## src/hdl/slt_pkg.sv

```systemverilog
// Shared types, token codes and keyword tables for the script lexical tokenizer.
// Depends on nothing; imported by script_lexical_tokenizer.
`timescale 1ns / 1ps
`default_nettype none

package slt_pkg;

	// Counter widths.
	localparam int LINE_BITS     = 24;
	localparam int POSITION_BITS = 24;
	localparam int OUT_BITS      = 24;

	typedef logic [LINE_BITS-1:0]     line_t;
	typedef logic [POSITION_BITS-1:0] pos_t;

	// Token kinds.
	localparam logic [5:0] KIND_IDENT  = 6'd0;
	localparam logic [5:0] KIND_INT    = 6'd1;
	localparam logic [5:0] KIND_REAL   = 6'd2;
	localparam logic [5:0] KIND_STRING = 6'd3;
	localparam logic [5:0] KIND_KW0    = 6'd4;
	localparam logic [5:0] KIND_OR     = 6'd11;
	localparam logic [5:0] KIND_AND    = 6'd12;
	localparam logic [5:0] KIND_PLUS   = 6'd13;
	localparam logic [5:0] KIND_MINUS  = 6'd14;
	localparam logic [5:0] KIND_STAR   = 6'd15;
	localparam logic [5:0] KIND_SLASH  = 6'd16;
	localparam logic [5:0] KIND_PCT    = 6'd17;
	localparam logic [5:0] KIND_NOT    = 6'd18;
	localparam logic [5:0] KIND_NE     = 6'd19;
	localparam logic [5:0] KIND_LPAREN = 6'd20;
	localparam logic [5:0] KIND_RPAREN = 6'd21;
	localparam logic [5:0] KIND_LBRACE = 6'd22;
	localparam logic [5:0] KIND_RBRACE = 6'd23;
	localparam logic [5:0] KIND_SEMI   = 6'd24;
	localparam logic [5:0] KIND_ASSIGN = 6'd25;
	localparam logic [5:0] KIND_COMMA  = 6'd26;
	localparam logic [5:0] KIND_LT     = 6'd27;
	localparam logic [5:0] KIND_LE     = 6'd28;
	localparam logic [5:0] KIND_GT     = 6'd29;
	localparam logic [5:0] KIND_GE     = 6'd30;
	localparam logic [5:0] KIND_ERROR  = 6'd31;
	localparam logic [5:0] KIND_EOF    = 6'd32;

	// Error causes.
	localparam logic [1:0] CAUSE_NONE      = 2'd0;
	localparam logic [1:0] CAUSE_UNCLOSED  = 2'd1;
	localparam logic [1:0] CAUSE_MALFORMED = 2'd2;
	localparam logic [1:0] CAUSE_UNKNOWN   = 2'd3;

	// Characters with a role in the scanner.
	localparam logic [15:0] CH_NL    = 16'h000a;
	localparam logic [15:0] CH_SPACE = 16'h0020;
	localparam logic [15:0] CH_QUOTE = 16'h0022;
	localparam logic [15:0] CH_DOT   = 16'h002e;
	localparam logic [15:0] CH_SLASH = 16'h002f;
	localparam logic [15:0] CH_BANG  = 16'h0021;
	localparam logic [15:0] CH_LT    = 16'h003c;
	localparam logic [15:0] CH_EQ    = 16'h003d;
	localparam logic [15:0] CH_GT    = 16'h003e;
	localparam logic [15:0] CH_UNDER = 16'h005f;

	typedef enum logic [2:0] {
		MODE_IDLE    = 3'd0,
		MODE_IDENT   = 3'd1,
		MODE_NUMBER  = 3'd2,
		MODE_STRING  = 3'd3,
		MODE_COMMENT = 3'd4,
		MODE_OPER    = 3'd5
	} scan_mode_t;

	typedef enum logic [2:0] {
		PEND_NONE  = 3'd0,
		PEND_SLASH = 3'd1,
		PEND_BANG  = 3'd2,
		PEND_LT    = 3'd3,
		PEND_GT    = 3'd4
	} pend_t;

	localparam int NUM_KW = 7;

	// Keywords: if, while, else, break, return, var, function.
	localparam logic [7:0] KW_TEXT [NUM_KW][8] = '{
		'{8'h69, 8'h66, 8'h00, 8'h00, 8'h00, 8'h00, 8'h00, 8'h00},
		'{8'h77, 8'h68, 8'h69, 8'h6c, 8'h65, 8'h00, 8'h00, 8'h00},
		'{8'h65, 8'h6c, 8'h73, 8'h65, 8'h00, 8'h00, 8'h00, 8'h00},
		'{8'h62, 8'h72, 8'h65, 8'h61, 8'h6b, 8'h00, 8'h00, 8'h00},
		'{8'h72, 8'h65, 8'h74, 8'h75, 8'h72, 8'h6e, 8'h00, 8'h00},
		'{8'h76, 8'h61, 8'h72, 8'h00, 8'h00, 8'h00, 8'h00, 8'h00},
		'{8'h66, 8'h75, 8'h6e, 8'h63, 8'h74, 8'h69, 8'h6f, 8'h6e}
	};
	localparam logic [3:0] KW_LEN [NUM_KW] = '{4'd2, 4'd5, 4'd4, 4'd5, 4'd6, 4'd3, 4'd8};

	// Scanner state for the token being built.
	typedef struct packed {
		scan_mode_t          mode;
		line_t               tline;
		pos_t                tstart;
		pos_t                tlen;
		logic [1:0]          dots;
		logic                last_dot;
		logic [NUM_KW-1:0]   cand;
		pend_t               pend;
	} scan_t;

	// One result item.
	typedef struct packed {
		logic [5:0]          kind;
		logic [1:0]          cause;
		logic [OUT_BITS-1:0] line;
		logic [OUT_BITS-1:0] start;
		logic [OUT_BITS-1:0] len;
		logic                last;
	} res_t;

	function automatic line_t line_inc(line_t v);
		return (v == '1) ? v : line_t'(v + 1'b1);
	endfunction

	function automatic pos_t pos_inc(pos_t v);
		return (v == '1) ? v : pos_t'(v + 1'b1);
	endfunction

	function automatic res_t mk_res(logic [5:0] kind, logic [1:0] cause, line_t line,
			pos_t start, pos_t len);
		res_t r;
		r.kind  = kind;
		r.cause = cause;
		r.line  = OUT_BITS'(line);
		r.start = OUT_BITS'(start);
		r.len   = OUT_BITS'(len);
		r.last  = 1'b0;
		return r;
	endfunction

	// Keywords whose character at offset idx equals c.
	function automatic logic [NUM_KW-1:0] kw_match(pos_t idx, logic [15:0] c);
		logic [NUM_KW-1:0] m;
		for (int k = 0; k < NUM_KW; k++) begin
			m[k] = (idx < pos_t'(KW_LEN[k])) && (c == {8'h00, KW_TEXT[k][idx[2:0]]});
		end
		return m;
	endfunction

	// Kind of a character that is a complete operator by itself.
	function automatic logic [5:0] single_kind(logic [15:0] c);
		case (c)
			16'h007c: return KIND_OR;
			16'h0026: return KIND_AND;
			16'h002b: return KIND_PLUS;
			16'h002d: return KIND_MINUS;
			16'h002a: return KIND_STAR;
			16'h0025: return KIND_PCT;
			16'h0028: return KIND_LPAREN;
			16'h0029: return KIND_RPAREN;
			16'h007b: return KIND_LBRACE;
			16'h007d: return KIND_RBRACE;
			16'h003b: return KIND_SEMI;
			16'h003d: return KIND_ASSIGN;
			16'h002c: return KIND_COMMA;
			default:  return KIND_ERROR;
		endcase
	endfunction

endpackage

`default_nettype wire

```

## src/hdl/script_lexical_tokenizer.sv

```systemverilog
// Streaming lexical tokenizer: one character per item in, tokens out.
// Depends on slt_pkg (types, token codes, keyword tables).
`timescale 1ns / 1ps
`default_nettype none

// Channel   Direction  Payload (lowest bit first)                       Marker
// s_*       in         tdata: char_code[15:0]                           tlast: end_of_text
// m_*       out        tuser: token_kind[5:0], error_cause[7:6]         tlast: last_of_run
//                      tdata: line_number[23:0], start_position[47:24],
//                             token_length[71:48]
//
// Cycles: each accepted character is scanned in the cycle it is accepted; its
// zero, one or two tokens land in a four-entry result queue and, while m_tready is
// high, leave at one token per cycle; sustained rate is then one item per cycle while
// items make at most one token each; the single output port sets the limit when they
// make two. Reset (arst_n low) returns the scanner to line 1, offset 0, and empties
// the queue. s_tready drops while the queue holds more than two tokens, so an item
// with two tokens always finds room; m_tready low only fills the queue.

module script_lexical_tokenizer
	import slt_pkg::*;
(
	input  wire        clk,
	input  wire        arst_n,
	input  wire        s_tvalid,
	output logic       s_tready,
	input  wire [15:0] s_tdata,   // char_code[15:0]
	input  wire        s_tlast,   // end_of_text
	output logic       m_tvalid,
	input  wire        m_tready,
	output logic [71:0] m_tdata,  // line_number, start_position, token_length
	output logic [7:0] m_tuser,   // token_kind[5:0], error_cause[7:6]
	output logic       m_tlast    // last_of_run
);

	localparam int QDEPTH = 4;

	localparam scan_t SCAN_RESET = '{
		mode:     MODE_IDLE,
		tline:    line_t'(1),
		tstart:   '0,
		tlen:     '0,
		dots:     2'd0,
		last_dot: 1'b0,
		cand:     '1,
		pend:     PEND_NONE
	};

	// Scanner state.
	scan_t scan_q;
	line_t line_q;
	pos_t  pos_q;

	// Result queue.
	res_t       queue_q [QDEPTH];
	logic [1:0] wr_ptr_q;
	logic [1:0] rd_ptr_q;
	logic [2:0] count_q;

	logic [15:0] c;
	logic        accept;
	logic        pop;

	logic is_space, is_alpha, is_digit, is_word;

	// Outcome of a character seen with no token open.
	scan_t idle_scan;
	logic  idle_emit;
	res_t  idle_res;

	// Token closed by this item (flush) and one more token (other).
	logic  flush_v, other_v;
	res_t  flush_res, other_res;
	logic  [5:0] ident_kind;
	logic  [1:0] num_res;
	res_t  res0, res1;

	scan_t scan_d;
	line_t line_d;
	pos_t  pos_d;

	assign c = s_tdata;

	assign is_space = (c == CH_SPACE) || (c >= 16'd9 && c <= 16'd13);
	assign is_alpha = (c >= 16'h0041 && c <= 16'h005a) || (c >= 16'h0061 && c <= 16'h007a);
	assign is_digit = (c >= 16'h0030 && c <= 16'h0039);
	assign is_word  = is_alpha || is_digit || (c == CH_UNDER);

	// Start of a new token from idle.
	always_comb begin
		idle_scan      = scan_q;
		idle_scan.mode = MODE_IDLE;
		idle_emit      = 1'b0;
		idle_res       = mk_res(single_kind(c), CAUSE_NONE, line_q, pos_q, pos_t'(1));
		if (!is_space) begin
			idle_scan.tline  = line_q;
			idle_scan.tstart = pos_q;
			if (is_alpha || c == CH_UNDER) begin
				idle_scan.mode = MODE_IDENT;
				idle_scan.cand = kw_match('0, c);
				idle_scan.tlen = pos_t'(1);
			end else if (is_digit) begin
				idle_scan.mode     = MODE_NUMBER;
				idle_scan.dots     = 2'd0;
				idle_scan.last_dot = 1'b0;
				idle_scan.tlen     = pos_t'(1);
			end else if (c == CH_QUOTE) begin
				idle_scan.mode   = MODE_STRING;
				idle_scan.tstart = pos_inc(pos_q);
				idle_scan.tlen   = '0;
			end else if (c == CH_SLASH || c == CH_BANG || c == CH_LT || c == CH_GT) begin
				idle_scan.mode = MODE_OPER;
				if (c == CH_SLASH) begin
					idle_scan.pend = PEND_SLASH;
				end else if (c == CH_BANG) begin
					idle_scan.pend = PEND_BANG;
				end else if (c == CH_LT) begin
					idle_scan.pend = PEND_LT;
				end else begin
					idle_scan.pend = PEND_GT;
				end
			end else begin
				idle_emit = 1'b1;
				if (idle_res.kind == KIND_ERROR) begin
					idle_res.cause = CAUSE_UNKNOWN;
				end
			end
		end
	end

	// Kind of the open identifier; keyword lengths differ where it matters.
	always_comb begin
		ident_kind = KIND_IDENT;
		for (int k = NUM_KW - 1; k >= 0; k--) begin
			if (scan_q.cand[k] && scan_q.tlen == pos_t'(KW_LEN[k])) begin
				ident_kind = KIND_KW0 + 6'(k);
			end
		end
	end

	// Token that the open mode yields when it is closed.
	always_comb begin
		flush_res = mk_res(ident_kind, CAUSE_NONE, scan_q.tline, scan_q.tstart, scan_q.tlen);
		case (scan_q.mode)
			MODE_NUMBER: begin
				if (scan_q.dots == 2'd0) begin
					flush_res.kind = KIND_INT;
				end else if (scan_q.dots == 2'd1 && !scan_q.last_dot) begin
					flush_res.kind = KIND_REAL;
				end else begin
					flush_res.kind  = KIND_ERROR;
					flush_res.cause = CAUSE_MALFORMED;
				end
			end
			MODE_STRING: begin
				flush_res.kind  = KIND_ERROR;
				flush_res.cause = CAUSE_UNCLOSED;
			end
			MODE_OPER: begin
				flush_res.len = OUT_BITS'(1);
				case (scan_q.pend)
					PEND_BANG: flush_res.kind = KIND_NOT;
					PEND_LT:   flush_res.kind = KIND_LT;
					PEND_GT:   flush_res.kind = KIND_GT;
					default:   flush_res.kind = KIND_SLASH;
				endcase
			end
			default: ;
		endcase
	end

	// Next state and the tokens of this item.
	always_comb begin
		scan_d    = scan_q;
		line_d    = line_q;
		pos_d     = pos_inc(pos_q);
		flush_v   = 1'b0;
		other_v   = 1'b0;
		other_res = idle_res;
		if (c == CH_NL) begin
			line_d = line_inc(line_q);
		end

		if (s_tlast) begin
			// End of text: close what is open, mark eof, start over.
			flush_v   = (scan_q.mode == MODE_IDENT) || (scan_q.mode == MODE_NUMBER) ||
			            (scan_q.mode == MODE_STRING) || (scan_q.mode == MODE_OPER);
			other_v   = 1'b1;
			other_res = mk_res(KIND_EOF, CAUSE_NONE, line_q, pos_q, '0);
			scan_d    = SCAN_RESET;
			line_d    = line_t'(1);
			pos_d     = '0;
		end else begin
			case (scan_q.mode)
				MODE_IDENT: begin
					if (is_word) begin
						scan_d.cand = scan_q.cand & kw_match(scan_q.tlen, c);
						scan_d.tlen = pos_inc(scan_q.tlen);
					end else begin
						flush_v = 1'b1;
						scan_d  = idle_scan;
						other_v = idle_emit;
					end
				end
				MODE_NUMBER: begin
					if (is_digit || c == CH_DOT) begin
						if (c == CH_DOT && scan_q.dots != 2'd2) begin
							scan_d.dots = scan_q.dots + 2'd1;
						end
						scan_d.last_dot = (c == CH_DOT);
						scan_d.tlen     = pos_inc(scan_q.tlen);
					end else begin
						flush_v = 1'b1;
						scan_d  = idle_scan;
						other_v = idle_emit;
					end
				end
				MODE_STRING: begin
					if (c == CH_QUOTE) begin
						other_v     = 1'b1;
						other_res   = mk_res(KIND_STRING, CAUSE_NONE, scan_q.tline,
						                     scan_q.tstart, scan_q.tlen);
						scan_d.mode = MODE_IDLE;
					end else begin
						scan_d.tlen = pos_inc(scan_q.tlen);
					end
				end
				MODE_COMMENT: begin
					if (c == CH_NL) begin
						scan_d.mode = MODE_IDLE;
					end
				end
				MODE_OPER: begin
					if (scan_q.pend == PEND_SLASH && c == CH_SLASH) begin
						scan_d.mode = MODE_COMMENT;
					end else if (scan_q.pend != PEND_SLASH && c == CH_EQ) begin
						other_v     = 1'b1;
						other_res   = mk_res(KIND_GE, CAUSE_NONE, scan_q.tline,
						                     scan_q.tstart, pos_t'(2));
						if (scan_q.pend == PEND_BANG) begin
							other_res.kind = KIND_NE;
						end else if (scan_q.pend == PEND_LT) begin
							other_res.kind = KIND_LE;
						end
						scan_d.mode = MODE_IDLE;
					end else begin
						flush_v = 1'b1;
						scan_d  = idle_scan;
						other_v = idle_emit;
					end
					if (scan_d.mode != MODE_OPER) begin
						scan_d.pend = PEND_NONE;
					end
				end
				default: begin
					scan_d  = idle_scan;
					other_v = idle_emit;
				end
			endcase
		end
	end

	// Order the tokens: a closed token always precedes the new one.
	always_comb begin
		res0 = flush_v ? flush_res : other_res;
		res1 = other_res;
		num_res = {1'b0, flush_v} + {1'b0, other_v};
		res0.last = (num_res == 2'd1);
		res1.last = 1'b1;
	end

	assign accept   = s_tvalid && s_tready;
	assign s_tready = (count_q <= 3'd2);
	assign m_tvalid = (count_q != 3'd0);
	assign pop      = m_tvalid && m_tready;

	always_ff @(posedge clk or negedge arst_n) begin
		if (!arst_n) begin
			scan_q <= SCAN_RESET;
			line_q <= line_t'(1);
			pos_q  <= '0;
		end else if (accept) begin
			scan_q <= scan_d;
			line_q <= line_d;
			pos_q  <= pos_d;
		end
	end

	always_ff @(posedge clk or negedge arst_n) begin
		if (!arst_n) begin
			wr_ptr_q <= 2'd0;
			rd_ptr_q <= 2'd0;
			count_q  <= 3'd0;
		end else begin
			wr_ptr_q <= wr_ptr_q + (accept ? num_res : 2'd0);
			rd_ptr_q <= rd_ptr_q + {1'b0, pop};
			count_q  <= count_q + (accept ? {1'b0, num_res} : 3'd0) - {2'b00, pop};
		end
	end

	// Queue payload, no reset.
	always_ff @(posedge clk) begin
		if (accept && num_res != 2'd0) begin
			queue_q[wr_ptr_q] <= res0;
		end
		if (accept && num_res == 2'd2) begin
			queue_q[wr_ptr_q + 2'd1] <= res1;
		end
	end

	always_comb begin
		m_tuser = {queue_q[rd_ptr_q].cause, queue_q[rd_ptr_q].kind};
		m_tdata = {queue_q[rd_ptr_q].len, queue_q[rd_ptr_q].start, queue_q[rd_ptr_q].line};
		m_tlast = queue_q[rd_ptr_q].last;
	end

	// Queue never overflows given the ready rule.
	assert property (@(posedge clk) disable iff (!arst_n) count_q <= 3'(QDEPTH))
		else $error("result queue overflow");

	// End of text brings the scanner back to the start of a fresh text.
	assert property (@(posedge clk) disable iff (!arst_n)
		(accept && s_tlast) |=> (scan_q.mode == MODE_IDLE && line_q == line_t'(1) &&
		                        pos_q == '0))
		else $error("scanner not restarted after end of text");

	// The eof token is always the last token of its item.
	assert property (@(posedge clk) disable iff (!arst_n)
		(m_tvalid && m_tuser[5:0] == KIND_EOF) |-> m_tlast)
		else $error("eof token without last_of_run");

	// Line count starts at one and saturates, so it is never zero.
	assert property (@(posedge clk) disable iff (!arst_n) line_q != '0)
		else $error("line count reached zero");

endmodule

`default_nettype wire

```

## config.mk

```make
export PLATFORM = sky130hd
export DESIGN_NAME = script_lexical_tokenizer
export DESIGN_NICKNAME = d
export VERILOG_FILES = /design/src/hdl/slt_pkg.sv /design/src/hdl/script_lexical_tokenizer.sv
export SDC_FILE = /design/constraint.sdc
export NUM_CORES = 1
export LEC_CHECK = 0
export ABC_AREA = 1
export ABC_CLOCK_PERIOD_IN_PS = 5800
export BUFFER_PORTS_ARGS = -buffer_cell sky130_fd_sc_hd__buf_2
export CAP_MARGIN = 25
export CORE_MARGIN = 4
export CORE_UTILIZATION = 40
export DETAILED_ROUTE_END_ITERATION = 16
export PLACE_DENSITY = 0.6
export SLEW_MARGIN = 20
export SYNTH_ARGS = -nofsm -noshare
export SYNTH_HDL_FRONTEND = slang
export SYNTH_SLANG_ARGS = --single-unit
```

## constraint.sdc

```tcl
create_clock -name clk -period 5.8 [get_ports clk]
set_input_delay 0.58 -clock clk [delete_from_list [all_inputs] [get_ports clk]]
set_output_delay 0.58 -clock clk [all_outputs]
set_load 0.1 [all_outputs]
```

* Word level (Yosys, flattened, before mapping)
Memories as Yosys holds them, arrays and structs flattened.
Cells that the tools add are included.
** Storage, ports and cells
- Register bits :: 143
- RAM bits :: 324
- Memory bits (read-only) :: 448
- Output and inout bits :: 83
- Memories kept :: 8
** Memories
- queue_q :: depth 4, bits a word 81, read ports 1, clocked after memory_dff 0, wr ports 2, RTL line script_lexical_tokenizer.sv:55 : res_t queue_q [QDEPTH];
- (name not given) :: depth 8, bits a word 8, read ports 1, clocked after memory_dff 0, wr ports 0, RTL line slt_pkg.sv:140 : m[k] = (idx < pos_t'(KW_LEN[k])) && (c == {8'h00, KW_TEXT[k][idx[2:0]]});
- (name not given) :: depth 8, bits a word 8, read ports 1, clocked after memory_dff 0, wr ports 0, RTL line slt_pkg.sv:140
- (name not given) :: depth 8, bits a word 8, read ports 1, clocked after memory_dff 0, wr ports 0, RTL line slt_pkg.sv:140
- (name not given) :: depth 8, bits a word 8, read ports 1, clocked after memory_dff 0, wr ports 0, RTL line slt_pkg.sv:140
- (name not given) :: depth 8, bits a word 8, read ports 1, clocked after memory_dff 0, wr ports 0, RTL line slt_pkg.sv:140
- 2 more memories
** Cells by class
- Add/sub/neg operators :: 10
- Order comparisons :: 16
- Equality and inequality tests :: 74
- Multiplexer cells :: 118
- Bitwise operators :: 2
- Reduce and logical (&&, ||, !) cells :: 52
** Operators by type and width (number)
- $mux W81 :: 5
- $mux W24 :: 13
- $eq A16 B6 Y1 const B :: 17
- $pmux W48 S4 :: 1
- $eq A16 B7 Y1 const B :: 11
- $mux W88 :: 2
- $mux W85 :: 2
- $pmux W81 S2 :: 1
- $pmux W24 S5 :: 1
- $eq A16 B8 Y1 :: 7
- $mux W8 :: 14
- $mux W51 :: 2
- $add A24 B1 Y24 const B :: 3
- $eq A24 B24 Y1 const B :: 3
- $eq A24 B3 Y1 const B :: 3
- $lt A24 B3 Y1 const B :: 3
- $mux W3 :: 22
- $pmux W5 S13 :: 1
- $pmux W13 S4 :: 1
- $eq A24 B2 Y1 const B :: 2
- $lt A24 B2 Y1 const B :: 2
- $mux W48 :: 1
- $mux W6 :: 7
- $ge A16 B7 Y1 const B :: 2
- other kinds (53) :: 146

* Depth between registers and ports, before layout
- Depth in word-level cells :: 18
- Gate-level depth with buffers :: 24

* Worst setup path before layout
No wires, ideal clock.
- Kind :: flip-flop to flip-flop
- From :: register count_q[1]
- To :: memory queue_q[2][10] (netlist bit) (enable)
- Arrival time :: 4.992 ns
- Path slack :: 0.367 ns
- Cell stages (with the launch flop) :: 11
- Buffers on the path :: 1
- Cell sequence :: dfrtp_1 a21oi_1 nand2_1 inv_1 nand2_1 nor2_1 inv_1 nor2_1 buf_2 inv_1 nand2_1
** RTL lines
- start, declared :: RTL line script_lexical_tokenizer.sv:58 : logic [2:0] count_q;
- start signal, assigned :: RTL line script_lexical_tokenizer.sv:297 : count_q <= count_q + (accept ? {1'b0, num_res} : 3'd0) - {2'b00, pop};
- end, declared :: RTL line script_lexical_tokenizer.sv:55

* Worst setup path after layout
- From :: register rd_ptr_q[0]
- To :: output m_tuser[0]
** Between the ends
- Word-level cells in the longest chain between the ends :: 1
** Ends and longest elaborated chain
- start, declared :: RTL line script_lexical_tokenizer.sv:57 : logic [1:0] rd_ptr_q;
- start signal, assigned :: RTL line script_lexical_tokenizer.sv:296 : rd_ptr_q <= rd_ptr_q + {1'b0, pop};
- $mem_v2 Z4 W81
- end, declared :: RTL line script_lexical_tokenizer.sv:32 : output logic [7:0] m_tuser,
No other way between the ends.

==> metrics.md <==
| Metric | Value |
|---|---|
| Power per Cell Area | `505.0 nW/µm²` |
| Wire length of the first global-routing pass | `150000 µm` |
| Post-route cell area | `32280 µm²` |
| Shortest clock period the worst path allows after layout | `roughly 4.5 ns` |
| Post-cts resize count | `0` |
| Post-placement cell count | `approximately 4.8k` |
| Number of different library cells in the post-synthesis netlist | `56` |
| Cell types with the largest area share after synthesis | `sky130_fd_sc_hd__edfxtp_1 (33%), sky130_fd_sc_hd__nand2_1 (16%), sky130_fd_sc_hd__dfrtp_1 (11%)` |
| Setup skew after layout | `between 0.02 and 0.025 ns` |
| Final cell count without fillers | `between 4k and 5k` |
| Number of search-and-repair iterations in the first detailed-routing pass | `6` |
| Cell accounting for the most synthesized area | `sky130_fd_sc_hd__edfxtp_1` |
| Sequential share of power | `about 29%` |
| Vias per Instance | `around 5.6` |
| Clock tree root driver cell | `sky130_fd_sc_hd__clkbuf_16` |
| RePlAce Congestion | `around 0.94` |
| Initial antenna violation count | `1` |
| Routed via count | `27.13k` |
| Number of design rule violations left after detail routing | `0` |
| Final setup TNS | `0 ns` |
| Clk sinks | `about 470` |
| Data arrival time of the worst path | `between 3 and 4 ns` |
| Sequential share of the synthesized area | `between 40% and 50%` |
| Count of state elements after synthesis | `about 470` |
| H-Tree Level Count | `2` |
| Clock tree from TritonCTS | `yes` |
| Antenna-violating nets left | `0` |
| Clock Latency Late Sink | `0.62 ns` |
| Global-route usage over all layers | `roughly a quarter` |
| Area of the die | `about 78000 µm²` |
| Setup repair bufs after CTS | `0` |
| Avg WL per Cell | `~20 µm` |
| Top achievable clock speed | `approximately 220 MHz` |
| Most common cell in the synthesized netlist | `sky130_fd_sc_hd__nand2_1` |
| Worst-case vdd ir drop | `between 0.5 and 0.6 mV` |
| Setup crit end kind | `output pin` |
| Net count after synthesis | `around 4k` |
| Initial core utilization | `about two fifths` |
| Synth top area share | `between 30% and 40%` |
| Unrepaired setup endpoints after global routing | `no` |
| Drt total wl | `95260 µm` |
| Final setup fails | `0` |
| Die X-Extent | `approximately 280 µm` |
| Commonest cells in the synthesized netlist | `sky130_fd_sc_hd__nand2_1 (1254), sky130_fd_sc_hd__nand3_1 (424), sky130_fd_sc_hd__nor2_1 (357)` |
| Switching pwr | `8.653 mW` |
| Fraction of layout cells with a size suffix above 1 | `9.679%` |
| Pin count of the biggest net entering global routing | `83` |
| Number of synthesis warnings | `0` |
| Number of violations reported at the end of detailed-routing iteration 0 | `just under 3k` |
| Part of the total power dissipated in the clock network | `about a fifth` |
| Startpoint kind of the worst setup timing path | `register` |
| Placed Instance Area | `about 30000 µm²` |
| Number of buffers created by CTS | `between 50 and 60` |
| Max-slew headroom at the worst pin | `a little under a third` |
| # nets final | `3924` |
| Number of global-route vias before repair | `25.87k` |
| I/O pin count | `around 100` |
| Count of input and output buffers | `just over 100` |
| Clock-pin slew reported for the worst setup and hold paths after clock tree synthesis | `0.06 ns` |
| Measured slew at the worst slew-check pin | `roughly 1.0 ns` |
| Estimated wirelength of the detail-placed design | `roughly 60000 µm` |
| Endpoint required time on the critical path | `roughly 5.2 ns` |
| Count of hold-fix buffers inserted at cts | `0` |
| Final cell utilization of the core | `44.84%` |
| Highest fanout seen on the critical path | `82` |
| Overflow left after global routing | `0` |
| Worst min-delay path category | `input pin to async pin` |
| Switching fraction of total power | `between 50% and 60%` |
| Height of the die | `around 280 µm` |
| Max-slew violations | `0` |
| Post-route fraction of the period consumed by the critical path | `slightly below 80%` |
| Result of the run | `completed` |
| Synthesized instance count | `between 3k and 4k` |
| Number of enable-type register cells in the synthesized netlist | `between 300 and 400` |
| Mean Syn Cell Area | `7.507 µm²` |
| Relative contribution of combinational cells to total power | `a little over 50%` |
| Minimum setup slack in the final design | `around 1.3 ns` |
| Maximum Capacitance Violations | `0` |
| Post-placement worst setup slack | `roughly 0.96 ns` |
| Main flop type after synthesis | `sky130_fd_sc_hd__edfxtp_1` |
| Cell area after technology mapping | `29280 µm²` |
| Final number of hold-violating endpoints | `0` |
| Total Power Consumption | `~16 mW` |
| Largest buffer count on any clock path | `3` |
| Share of flip-flops with an asynchronous set or reset after synthesis | `30.62%` |
| Worst hold-check slack | `between 0.04 and 0.05 ns` |
| Cell internal power dissipation | `7.646 mW` |
| Layout Area Growth over Synthesis | `10.24%` |
| Core footprint | `approximately 72000 µm²` |
| Setup Crit Path Kind | `register to output pin` |
| Number of core rows | `between 90 and 100` |
| Leakage | `about 14 nW` |
layout by cell type, fill, tap and decap left out, drive strengths merged, types with 3 or more instances in the layout:
| cell | n |
|---|---|
| and3 | 3 |
| clkbuf | 66 |
| nand4 | 71 |
| o31ai | 11 |
| clkinv | 26 |
| clkinvlp | 4 |
| a31oi | 5 |
| xor2 | 65 |
| nand3b | 44 |
| o2111ai | 3 |
| nor4 | 18 |
| edfxtp | 320 |
| nand3 | 430 |
| o21ai | 349 |
| nand2 | 1291 |
| dfrtp | 134 |
| o21a | 3 |
| ha | 19 |
| dfstp | 9 |
| buf | 161 |
| nor2 | 371 |
| inv | 292 |
| bufinv | 4 |
| o22ai | 99 |
| a21oi | 40 |
| o211ai | 10 |
| nor3 | 58 |
| dfxtp | 4 |
| xnor2 | 4 |
layer usage:
layer | up-vias | GRT usage [%] | share of wire (%)
met5 | - | 0 | 0
met4 | 0 | 5.290 | 2.0
met3 | 144 | 3.313 | 7.5
met2 | 1071 | 38.97 | 46
met1 | 12920 | 34.10 | 45
li1 | 13000 | - | -
logic make-up (layout without fill, tap and decap cells):
logic type	count (synthesis)	in the layout	synth area share (%)
and+or+nand+nor	2288	2288	34.13
AOI/OAI and AO/OA	529	529	10.12
buffers and inverters	527	553	7.449
DFF	467	467	45.35
xor gates and xnor gates	69	69	2.064
adders and majority gates	20	20	0.8804
other	0	1	0
cell type report:
type / count / area, µm²
sequential: 467 / 13280
clock buffer: 66 / 1404
inverter: 295 / 1112
tap: 950 / 1189
clock inverter: 31 / 286.5
antenna: 1 / 2.502
fill: 7148 / 39700
multi-input combinational: 2906 / 13920
timing repair buffer: 161 / 1082
sequential cells by signal (all words and copies together), names as in the netlist:
| register | cells |
|---|---|
| line_q | 24 |
| rd_ptr_q | 2 |
| count_q | 3 |
| wr_ptr_q | 2 |
| scan_q | 40 |
| pos_q | 24 |
| flush_res | 48 |
| queue_q | 324 |
final timing paths:
path / from / end / slack, ns / cells past startpoint
setup / recovery: rd_ptr_q[0] / m_tuser[0] / 1.30 / 5
hold / removal: arst_n / scan_q[17] / 0.04 / 1
setup reg to reg: scan_q[85] / queue_q[2][74] / 1.31 / 19
hold reg to reg: queue_q[3][0] / queue_q[3][0] / 0.47 / 2
max in group asynchronous: arst_n / line_q[16] / 4.61 / 2
min in group clk: queue_q[3][0] / queue_q[3][0] / 0.47 / 2
worst max-delay path, cell delays in order, from the launching register on:
cell and delay (ns):
sky130_fd_sc_hd__dfrtp_4 0.67, sky130_fd_sc_hd__buf_4 0.59, sky130_fd_sc_hd__buf_4 0.77, sky130_fd_sc_hd__o21ai_0 0.23
sky130_fd_sc_hd__o22ai_1 0.47, sky130_fd_sc_hd__buf_2 0.53
power by group through the flow:
stage                     clock [mW]  sequential, mW  combinational [mW]
after global placement             0            4.72                8.20
final                           3.34            4.68                8.28
after global routing            3.51            4.75                8.82
after detailed placement           0            4.73                8.24
after floorplan                    0            4.57                6.39
after CTS                       3.39            4.66                8.26
(Power assumes the default switching activity.)
